## src/hw/rtl/krta_pkg.sv

```systemverilog
// ----------------------------------------------------------------------------
// Keyed rating table package
// Shared types and constants for the keyed rating table with item average:
// request and response structures, operation and status codes, slot layout
// and the controller state encoding.
// ----------------------------------------------------------------------------
`default_nettype none

package krta_pkg;

  // Default number of table slots.
  localparam int unsigned DefCapacity = 64;

  // Width of a key and of a Q8.8 rating.
  localparam int unsigned KeyW    = 16;
  localparam int unsigned RatingW = 16;

  // Operation codes carried by a request.
  typedef enum logic [1:0] {
    OP_INSERT  = 2'd0,
    OP_REMOVE  = 2'd1,
    OP_LOOKUP  = 2'd2,
    OP_AVERAGE = 2'd3
  } op_e;

  // Status codes carried by a response.
  typedef enum logic [2:0] {
    ST_ADDED     = 3'd0,
    ST_UPDATED   = 3'd1,
    ST_REMOVED   = 3'd2,
    ST_NOT_FOUND = 3'd3,
    ST_FULL      = 3'd4,
    ST_FOUND     = 3'd5,
    ST_AVERAGE   = 3'd6
  } status_e;

  // Controller states.
  typedef enum logic [2:0] {
    S_CLEAR,
    S_IDLE,
    S_SCAN,
    S_DIV,
    S_APPLY
  } state_e;

  // One input request.
  typedef struct packed {
    op_e                        op;
    logic [KeyW-1:0]            user_key;
    logic [KeyW-1:0]            item_key;
    logic signed [RatingW-1:0]  new_rating;
  } req_t;

  // One response.
  typedef struct packed {
    status_e                    status;
    logic signed [RatingW-1:0]  value;
  } rsp_t;

  // One table slot as held in the slot memory.
  typedef struct packed {
    logic                       valid;
    logic [KeyW-1:0]            user_key;
    logic [KeyW-1:0]            item_key;
    logic [RatingW-1:0]         rating;
  } slot_t;

endpackage

`default_nettype wire

```

## src/hw/rtl/keyed_rating_table_with_average_unit.sv

```systemverilog
// ----------------------------------------------------------------------------
// Keyed rating table with item average
// After reset a clearing pass writes every slot as empty; requests are stalled.
// The scan issues one slot memory read per cycle; averages with a matching
// rating add 16+clog2(CAPACITY+1) divider steps, and S_APPLY holds the response
// while the output register is still held by the receiver.
// One request at a time; the next is taken once the response is registered.
// ----------------------------------------------------------------------------
`default_nettype none

module keyed_rating_table_with_average_unit
  import krta_pkg::*;
#(
  parameter int unsigned CAPACITY = DefCapacity
) (
  input  wire  logic clk_i,
  input  wire  logic rst_ni,
  input  wire  logic in_valid_i,
  output logic       in_stall_o,
  input  wire  req_t in_req_i,
  output logic       out_valid_o,
  input  wire  logic out_stall_i,
  output rsp_t       out_rsp_o
);

  localparam int unsigned IDX_W  = (CAPACITY > 1) ? $clog2(CAPACITY) : 1;
  localparam int unsigned CNT_W  = $clog2(CAPACITY + 1);
  localparam int unsigned SUM_W  = RatingW + CNT_W;
  localparam int unsigned DCNT_W = $clog2(SUM_W + 1);
  localparam logic [CNT_W-1:0]  CntCap  = CNT_W'(CAPACITY);
  localparam logic [CNT_W-1:0]  CntLast = CNT_W'(CAPACITY - 1);
  localparam logic [DCNT_W-1:0] DivLast = DCNT_W'(SUM_W - 1);

  // Slot memory: one write and one registered read per cycle.
  slot_t             slot_mem_q [CAPACITY];
  slot_t             rd_data_q;
  logic              wr_en;
  logic [IDX_W-1:0]  wr_addr;
  slot_t             wr_data;
  logic [IDX_W-1:0]  rd_addr;

  state_e            state_q, state_d;
  req_t              req_q, req_d;
  logic [CNT_W-1:0]  cnt_q, cnt_d;
  logic              rd_pend_q, rd_pend_d;
  logic [IDX_W-1:0]  rd_idx_q, rd_idx_d;
  logic              hit_q, hit_d;
  logic [IDX_W-1:0]  hit_idx_q, hit_idx_d;
  logic [RatingW-1:0] hit_rating_q, hit_rating_d;
  logic              free_found_q, free_found_d;
  logic [IDX_W-1:0]  free_idx_q, free_idx_d;
  logic signed [SUM_W-1:0] sum_q, sum_d;
  logic [CNT_W-1:0]  count_q, count_d;
  logic [SUM_W-1:0]  quot_q, quot_d;
  logic [CNT_W-1:0]  rem_q, rem_d;
  logic              neg_q, neg_d;
  logic [DCNT_W-1:0] div_cnt_q, div_cnt_d;
  logic              out_valid_q, out_valid_d;
  rsp_t              rsp_q, rsp_d;

  logic              in_accept;
  logic              out_free;
  logic              scan_done;
  logic              key_match;
  logic              item_match;
  logic [CNT_W:0]    rem_sh;
  logic [CNT_W:0]    rem_sub;
  logic [RatingW-1:0] avg_value;

  // Handshake.
  assign in_stall_o  = (state_q != S_IDLE);
  assign in_accept   = in_valid_i && !in_stall_o;
  assign out_valid_o = out_valid_q;
  assign out_rsp_o   = rsp_q;
  assign out_free    = !out_valid_q || !out_stall_i;

  // Scan comparisons on the slot read back from memory.
  assign key_match  = rd_data_q.valid && (rd_data_q.user_key == req_q.user_key) &&
                      (rd_data_q.item_key == req_q.item_key);
  assign item_match = rd_data_q.valid && (rd_data_q.item_key == req_q.item_key);
  assign scan_done  = (cnt_q == CntCap) && !rd_pend_q;
  assign rd_addr    = cnt_q[IDX_W-1:0];

  // Divider subtractor: one quotient bit per cycle.
  assign rem_sh  = {rem_q, quot_q[SUM_W-1]};
  assign rem_sub = rem_sh - {1'b0, count_q};

  // Signed average from the quotient magnitude.
  assign avg_value = (count_q == '0) ? '0 :
                     (neg_q ? (RatingW'(0) - quot_q[RatingW-1:0]) : quot_q[RatingW-1:0]);

  // Next state.
  always_comb begin
    state_d = state_q;
    case (state_q)
      S_CLEAR: begin
        if (cnt_q == CntLast) begin
          state_d = S_IDLE;
        end
      end
      S_IDLE: begin
        if (in_accept) begin
          state_d = S_SCAN;
        end
      end
      S_SCAN: begin
        if (scan_done) begin
          if ((req_q.op == OP_AVERAGE) && (count_q != '0)) begin
            state_d = S_DIV;
          end else begin
            state_d = S_APPLY;
          end
        end
      end
      S_DIV: begin
        if (div_cnt_q == DivLast) begin
          state_d = S_APPLY;
        end
      end
      S_APPLY: begin
        if (out_free) begin
          state_d = S_IDLE;
        end
      end
      default: state_d = S_IDLE;
    endcase
  end

  // Datapath control and outputs.
  always_comb begin
    req_d        = req_q;
    cnt_d        = cnt_q;
    rd_pend_d    = rd_pend_q;
    rd_idx_d     = rd_idx_q;
    hit_d        = hit_q;
    hit_idx_d    = hit_idx_q;
    hit_rating_d = hit_rating_q;
    free_found_d = free_found_q;
    free_idx_d   = free_idx_q;
    sum_d        = sum_q;
    count_d      = count_q;
    quot_d       = quot_q;
    rem_d        = rem_q;
    neg_d        = neg_q;
    div_cnt_d    = div_cnt_q;
    out_valid_d  = out_valid_q && out_stall_i;
    rsp_d        = rsp_q;
    wr_en        = 1'b0;
    wr_addr      = cnt_q[IDX_W-1:0];
    wr_data      = '0;

    case (state_q)
      S_CLEAR: begin
        wr_en = 1'b1;
        cnt_d = cnt_q + CNT_W'(1);
      end
      S_IDLE: begin
        if (in_accept) begin
          req_d        = in_req_i;
          cnt_d        = '0;
          rd_pend_d    = 1'b0;
          hit_d        = 1'b0;
          free_found_d = 1'b0;
          sum_d        = '0;
          count_d      = '0;
        end
      end
      S_SCAN: begin
        // Issue the next slot read.
        if (cnt_q < CntCap) begin
          rd_pend_d = 1'b1;
          rd_idx_d  = cnt_q[IDX_W-1:0];
          cnt_d     = cnt_q + CNT_W'(1);
        end else begin
          rd_pend_d = 1'b0;
        end
        // Evaluate the slot read in the previous cycle.
        if (rd_pend_q) begin
          if (key_match) begin
            hit_d        = 1'b1;
            hit_idx_d    = rd_idx_q;
            hit_rating_d = rd_data_q.rating;
          end
          if (!rd_data_q.valid && !free_found_q) begin
            free_found_d = 1'b1;
            free_idx_d   = rd_idx_q;
          end
          if (item_match) begin
            sum_d   = sum_q + {{(SUM_W-RatingW){rd_data_q.rating[RatingW-1]}},
                               rd_data_q.rating};
            count_d = count_q + CNT_W'(1);
          end
        end
        // Load the divider with the magnitude of the sum.
        if (scan_done) begin
          neg_d     = sum_q[SUM_W-1];
          quot_d    = sum_q[SUM_W-1] ? (SUM_W'(0) - sum_q) : sum_q;
          rem_d     = '0;
          div_cnt_d = '0;
        end
      end
      S_DIV: begin
        if (rem_sh >= {1'b0, count_q}) begin
          rem_d  = rem_sub[CNT_W-1:0];
          quot_d = {quot_q[SUM_W-2:0], 1'b1};
        end else begin
          rem_d  = rem_sh[CNT_W-1:0];
          quot_d = {quot_q[SUM_W-2:0], 1'b0};
        end
        div_cnt_d = div_cnt_q + DCNT_W'(1);
      end
      S_APPLY: begin
        if (out_free) begin
          out_valid_d  = 1'b1;
          rsp_d.value  = '0;
          rsp_d.status = ST_NOT_FOUND;
          case (req_q.op)
            OP_INSERT: begin
              wr_data.valid    = 1'b1;
              wr_data.user_key = req_q.user_key;
              wr_data.item_key = req_q.item_key;
              wr_data.rating   = req_q.new_rating;
              if (hit_q) begin
                wr_en        = 1'b1;
                wr_addr      = hit_idx_q;
                rsp_d.status = ST_UPDATED;
              end else if (free_found_q) begin
                wr_en        = 1'b1;
                wr_addr      = free_idx_q;
                rsp_d.status = ST_ADDED;
              end else begin
                rsp_d.status = ST_FULL;
              end
            end
            OP_REMOVE: begin
              if (hit_q) begin
                wr_en        = 1'b1;
                wr_addr      = hit_idx_q;
                rsp_d.status = ST_REMOVED;
              end
            end
            OP_LOOKUP: begin
              if (hit_q) begin
                rsp_d.status = ST_FOUND;
                rsp_d.value  = hit_rating_q;
              end
            end
            OP_AVERAGE: begin
              rsp_d.status = ST_AVERAGE;
              rsp_d.value  = avg_value;
            end
            default: begin
              rsp_d.status = ST_NOT_FOUND;
            end
          endcase
        end
      end
      default: begin
        out_valid_d = out_valid_q && out_stall_i;
      end
    endcase
  end

  // Slot memory write and registered read.
  always_ff @(posedge clk_i) begin
    if (wr_en) begin
      slot_mem_q[wr_addr] <= wr_data;
    end
    rd_data_q <= slot_mem_q[rd_addr];
  end

  // Control registers.
  always_ff @(posedge clk_i or negedge rst_ni) begin
    if (!rst_ni) begin
      state_q     <= S_CLEAR;
      cnt_q       <= '0;
      rd_pend_q   <= 1'b0;
      out_valid_q <= 1'b0;
    end else begin
      state_q     <= state_d;
      cnt_q       <= cnt_d;
      rd_pend_q   <= rd_pend_d;
      out_valid_q <= out_valid_d;
    end
  end

  // Payload registers.
  always_ff @(posedge clk_i) begin
    req_q        <= req_d;
    rd_idx_q     <= rd_idx_d;
    hit_q        <= hit_d;
    hit_idx_q    <= hit_idx_d;
    hit_rating_q <= hit_rating_d;
    free_found_q <= free_found_d;
    free_idx_q   <= free_idx_d;
    sum_q        <= sum_d;
    count_q      <= count_d;
    quot_q       <= quot_d;
    rem_q        <= rem_d;
    neg_q        <= neg_d;
    div_cnt_q    <= div_cnt_d;
    rsp_q        <= rsp_d;
  end

  // A key pair must never be present in two slots.
  assert property (@(posedge clk_i) disable iff (!rst_ni)
    (state_q == S_SCAN && rd_pend_q && hit_q) |-> !key_match)
    else $error("key pair found in more than one slot");

  // An accepted request always starts a table scan.
  assert property (@(posedge clk_i) disable iff (!rst_ni)
    in_accept |=> (state_q == S_SCAN && cnt_q == '0))
    else $error("accepted request did not start a scan");

  // The average magnitude always fits the Q8.8 range.
  assert property (@(posedge clk_i) disable iff (!rst_ni)
    (state_q == S_APPLY && req_q.op == OP_AVERAGE) |-> (quot_q[SUM_W-1:RatingW] == '0))
    else $error("average quotient out of range");

  // A response is only loaded when the output register is free.
  assert property (@(posedge clk_i) disable iff (!rst_ni)
    (state_q == S_APPLY && !out_free) |=> (state_q == S_APPLY))
    else $error("response issued while output register busy");

endmodule

`default_nettype wire
```

## config.mk

```make
export PLATFORM = sky130hd
export DESIGN_NAME = keyed_rating_table_with_average_unit
export DESIGN_NICKNAME = d
export VERILOG_FILES = /design/src/hw/rtl/krta_pkg.sv /design/src/hw/rtl/keyed_rating_table_with_average_unit.sv
export SDC_FILE = /design/constraint.sdc
export NUM_CORES = 2
export LEC_CHECK = 0
export ABC_CLOCK_PERIOD_IN_PS = 5550
export BUFFER_PORTS_ARGS = -buffer_cell sky130_fd_sc_hd__buf_4
export CORE_ASPECT_RATIO = 0.8
export CORE_MARGIN = 2
export CORE_UTILIZATION = 54
export DETAILED_ROUTE_END_ITERATION = 8
export PLACE_DENSITY = 0.75
export SLEW_MARGIN = 20
export SYNTH_ARGS = -nofsm -noshare
export SYNTH_HDL_FRONTEND = slang
export SYNTH_SLANG_ARGS = --single-unit
```

## constraint.sdc

```tcl
create_clock -name clk_i -period 5.55 [get_ports clk_i]
set_clock_uncertainty 0.15 [all_clocks]
set_input_delay 0.8325 -clock clk_i [delete_from_list [all_inputs] [get_ports clk_i]]
set_output_delay 0.8325 -clock clk_i [all_outputs]
set_load 0.1 [all_outputs]
```

# Word-level counts from Yosys, hierarchy flattened
# Memories as Yosys holds them, arrays and structs flattened. A register that Yosys moved wholly into a read port is not among the register bits.
# Index checks and enable logic that the tools add are counted.
[word_totals]
reg_bits = 183
mem_bits_rw = 3136
input_bits = 54
word_cells = 152
memories = 1
[memory_table]
columns = ["name", "depth", "word_bits", "rd", "rd_clocked_by_memory_dff", "wr", "line_no", "rtl"]
rows = [
  ["slot_mem_q", 64, 49, 1, 1, 1, "keyed_rating_table_with_average_unit.sv:35", "slot_t slot_mem_q [CAPACITY];"],
]
[classes]
n_addsub = 7
order_cmp = 2
n_eq_ne = 23
mux = 62
reduce_logical = 35
[op_table]
columns = ["cell", "n"]
rows = [
  ["49-bit 2-to-1 mux", 3],
  ["23-bit 2-to-1 mux", 5],
  ["23-bit one-hot mux with 2 select lines", 2],
  ["7-bit 2-to-1 mux", 6],
  ["16-bit equality test", 2],
  ["16-bit 2-to-1 mux", 2],
  ["16-bit one-hot mux with 2 select lines", 1],
  ["6-bit 2-to-1 mux", 5],
  ["7-bit one-hot mux with 2 select lines", 2],
  ["3-bit 2-to-1 mux", 8],
  ["23-bit adder", 1],
  ["1-bit by 23-bit subtractor with 23-bit output (first input constant)", 1],
  ["7-bit one-hot mux with 3 select lines", 1],
  ["2-bit != test (second input constant)", 10],
  ["19-bit 2-to-1 mux", 1],
  ["1-bit 2-to-1 mux", 16],
  ["1-bit by 16-bit subtractor with 16-bit output (first input constant)", 1],
  ["3-bit one-hot mux with 5 select lines", 1],
  ["7-bit by 1-bit adder with 7-bit output (second input constant)", 2],
  ["3-bit one-hot mux with 4 select lines", 1],
  ["6-bit one-hot mux with 2 select lines", 1],
  ["2-bit AND reduction", 6],
  ["4-bit AND reduction", 3],
  ["1-bit one-hot mux with 2 select lines", 5],
  ["other kinds (26)", 43],
]

# Logic depth before layout (Yosys ltp)
[logic_depth]
depth_word = 7
depth_mapped = 12

# Least setup slack after synthesis
# OpenSTA, ideal clock, no wires.
[synth_timing]
kind = "flip-flop to flip-flop"
start = "reg out_valid_q, in the netlist out_valid_o"
end = "mem slot_mem_q[41][0] in the netlist's numbering (enable)"
setup_ns = 0.456
arrival_time_ns = 4.227
required_ns = 4.944
slack_ns = 0.717
path_stages_with_launch = 7
synth_period_minus_slack_ns = 4.833
cell_sequence = "dfrtp_1 a21oi_1 a32oi_1 o221ai_1 nor3_1 nand2_1 nor2_1"
[synth_via]
elab_chain_cells = 6
elab_cells_between_ends = 8
cone_classes = "6 x mux; 2 x reduce/logical"
[synth_rtl]
columns = ["item", "line_no", "rtl"]
rows = [
  ["from (decl)", "keyed_rating_table_with_average_unit.sv:58", "logic out_valid_q, out_valid_d;"],
  ["from (signal assigned)", "keyed_rating_table_with_average_unit.sv:283", "out_valid_q <= out_valid_d;"],
  ["1-bit logical NOT (*)", "keyed_rating_table_with_average_unit.sv:75", "assign out_free = !out_valid_q || !out_stall_i;"],
  ["1-bit logical OR (*)", "keyed_rating_table_with_average_unit.sv:75", ""],
  ["1-bit 2-to-1 mux", "keyed_rating_table_with_average_unit.sv:213", "if (out_free) begin"],
  ["1-bit one-hot mux with 2 select lines", "keyed_rating_table_with_average_unit.sv:152", "case (state_q)"],
  ["1-bit 2-to-1 mux", "keyed_rating_table_with_average_unit.sv:266", "if (wr_en) begin"],
  ["1-bit 2-to-1 mux (implied by the code)", "keyed_rating_table_with_average_unit.sv:267", "slot_mem_q[wr_addr] <= wr_data;"],
  ["to (decl)", "keyed_rating_table_with_average_unit.sv:35", ""],
]
# Mark *: on every way between the ends. The rest lies on a longest branch, timed or not.

# Worst setup path after layout
[layout_timing]
start = "reg state_q[0]"
end = "mem slot_mem_q[22][4] in the netlist's numbering (enable)"
[layout_via]
elab_chain_cells = 4
elab_cells_between_ends = 6
cone_classes = "1 x eq/ne; 4 x mux; 1 x reduce/logical"
[layout_rtl]
columns = ["item", "line_no", "rtl"]
rows = [
  ["from (decl)", "keyed_rating_table_with_average_unit.sv:42", "state_e state_q, state_d;"],
  ["from (signal assigned)", "keyed_rating_table_with_average_unit.sv:280", "state_q <= state_d;"],
  ["3-bit equality test or 3-bit logical NOT (tied branches)", "keyed_rating_table_with_average_unit.sv:152", ""],
  ["1-bit one-hot mux with 2 select lines", "keyed_rating_table_with_average_unit.sv:152", ""],
  ["1-bit 2-to-1 mux", "keyed_rating_table_with_average_unit.sv:266", ""],
  ["1-bit 2-to-1 mux (implied by the code)", "keyed_rating_table_with_average_unit.sv:267", ""],
]
# Several ways; a longest one is shown, not always the timed one.

==> impl_metrics.yaml <==
synthesis:
  syn_area_per_cell_um2: 22.7
  synth_seq_area_share: 0.772
  syn_nets: 5838
  syn_inst: 5745
  async_flop_share: 0.00356
  netlist_area_mm2: 0.130
  synth.distinct_cells: 81
  ys_ff_latch: 3368
  synthTopCellsByArea: "edfxtp_1, mux4_2, dfxtp_1"
  yosys_warnings: 0
  yosysTopAreaCellShare: 0.762
  synth_edf_count: 3307
  yosysTopAreaCell: "edfxtp_1"
  ys.flop_type: "edfxtp_1"
clock_tree:
  clockRootBuffer: "clkbuf_16"
  clock_latency_ps: 900
  cts_tree: "built"
  htreeDepth: 5
  cts.sinks: 3368
  clkTransAtPathRegs_ps: 70
  cts_buffers: 319
  post_cts_buffers: 0
  cts_resized: 0
  clockBufferDepth: 4
timing:
  relSlewSlack: 0.247
  rsz0062_at_grt: "no"
  finalSetupTns_ps: 0
  min_period_over_period: 0.767
  setup_viol: 0
  finalHoldViolations: 0
  tightestPinTransition_ps: 1130
  fin_crit_ps: 4250
  holdWs_ps: 76.3
  layout_setup_ws_ps: 1300
  slew_violations: 0
  fmax_ghz: 0.235
detailed_routing:
  drtPass1Iterations: 6
  drt_iter0_markers: 10976
  vias_per_cell: 6.83
  drc: 0
  drtAntennaViolNets: 0
  dr_total_vias: 65417
  wl_per_cell_um: 35.9
  wirelength_mm: 344
floorplan:
  row_count: 161
  die_x_um: 553
  dieArea_mm2: 0.245
  io_pins: 75
  core-area_mm2: 0.240
  die_h_um: 443
  start_util: 0.542
cells_and_area:
  final_common_cell: "edfxtp_1"
  drive_above_1_share: 0.285
  final_nets: 6246
  fin_cells: 9583
  area_delta_synth_final_pct: 12.8
  final_util: 0.612
  mostFrequentLayoutCells: "edfxtp_1, mux4_2, clkbuf_16, buf_4, nand2_1"
setup_path:
  worst_setup_path_start_kind: "flop"
  critPathCaptureType: "flop"
  cp.arrival_ps: 4570
  slowest_stage: "nand3_1"
  cp_max_fo: 35
  worstSetupPathType: "flop to flop"
  slowest_delay_ps: 810
  cp.required_ps: 5860
  worstPathCellList: "or3b_1 > or4_1 > o221ai_1 > nand3_1 > nor2_4 > buf_4"
hold_path:
  min_path_type: "input port to flop"
global_routing:
  grt_pass1_vias: 64445
  track_usage: 0.280
  grt_start_max_net_pins: 118
  grt_overflow: 0
  antenna_found_initial: 19
  grt_pass1_wl_mm: 485
placed_design:
  dpl.hpwl_mm: 190
  io_buffers: 74
  placedCellCount: 8960
  gp_congestion: 0.880
  pre_cts_slack_ps: 1240
pwr:
  ir_worst_vdd_mv: 0.419
  p_leak_nw: 44.2
  powerDensity_mw_per_mm2: 488
run:
  drv_cap: 0
run_status:
  status: "finished, final reports clean"
## routing by layer
layer  routed length, um  up-vias  track usage
met5                  73        -            0
met4               12500       10       0.0910
met3               49100      692       0.0933
met2              157000     5114        0.416
met1              125000    34451        0.396
li1                    -    25150            -
## path summary, 6_finish.rpt
kind                            depth (start not counted)         from                 to  slack, ps
worst max-delay path                                    6   state_q[0]  slot_mem_q[22][4]       1300
worst min-delay path                                    3  out_stall_i        out_valid_o         80
worst max register to register                          6   state_q[0]  slot_mem_q[22][4]       1300
worst min register to register                          0  rd_idx_q[2]       hit_idx_q[2]        300
max in group asynchronous                               2       rst_ni           cnt_q[4]       4830
min in group asynchronous                               2       rst_ni           cnt_q[1]        210
## Yosys cell counts, drive strengths merged, types with 7 or more instances
cell type	instances
edfxtp	3307
mux4	931
nand2	175
buf	171
nor2	170
clkbuf	121
a21oi	68
and2	64
o21ai	54
xor2	53
nand3	50
dfxtp	49
nor3	39
xnor2	39
ha	37
inv	34
mux2i	34
a22oi	31
o22ai	30
a31oi	25
a221oi	23
mux2	23
a21o	18
nor2b	16
dfrtp	12
nor4	12
o31ai	11
nand2b	10
nand4	10
or3	8
a2111oi	7
a211oi	7
a32oi	7
nor3b	7
or4	7
## per-stage QoR
stage               instance area [um^2]  total power [W]
floorplan                         130000           0.0440
global placement                  136000           0.0501
detailed placement                136000           0.0505
CTS                               147000           0.0716
global route                      147000           0.0737
finish                            147000           0.0716
## flip-flops by register name (all words and copies together), names as in the netlist
name          count
out_valid_o       1
free_idx_q        6
slot_mem_q     3136
sum_q            23
hit_rating_q     16
rd_data_q        49
hit_q             1
free_found_q      1
state_q           3
quot_q           23
out_rsp_o        19
cnt_q             7
div_cnt_q         5
rd_pend_q         1
hit_idx_q         6
neg_q             1
rem_q             7
count_q           7
req_q            50
rd_idx_q          6
## power by group
group | internal, W | leakage (nW) | switching [W] | total, W
clock | 0.0119 | 4.85 | 0.00924 | 0.0211
sequential | 0.0297 | 29.0 | 0.000859 | 0.0305
combinational | 0.00838 | 10.3 | 0.0116 | 0.0200
total | 0.0500 | 44.2 | 0.0217 | 0.0716
## critical path: cells and delay by family (launching register included)
family          cells  cell delay, ps
buf+inv             1             670
simple gates        4            2180
flops               1             520
compound gates      1             320
## kinds of logic after synthesis
kind of cell               after synthesis  share of synthesized area
xor gates and xnor gates                92                    0.00619
DFF                                   3368                      0.772
and+or+nand+nor                        593                     0.0215
AOI/OAI and AO/OA                      338                     0.0179
muxes                                  988                      0.166
adders and majority gates               39                    0.00386
buffers and inverters                  327                     0.0127
## layout make-up
type                    instances  area, um^2
clock inverters               151        1380
diodes                          7        17.5
multi-input cells            2050       28600
well taps                    3178        3980
clock buffers                 415        8540
repair buffers                379        3640
fillers                     15741       93300
inverters                      35         140
flip-flops and latches       3368      101000
## timing repair
| item | 4_1_cts | 5_1_grt |
|---|---|---|
| setup endpoints to repair | 0 | 0 |
| hold buffers | 49 | 0 |
| hold endpoints to repair | 60 | 0 |
Note: power is estimated with default switching activity, not from simulation.
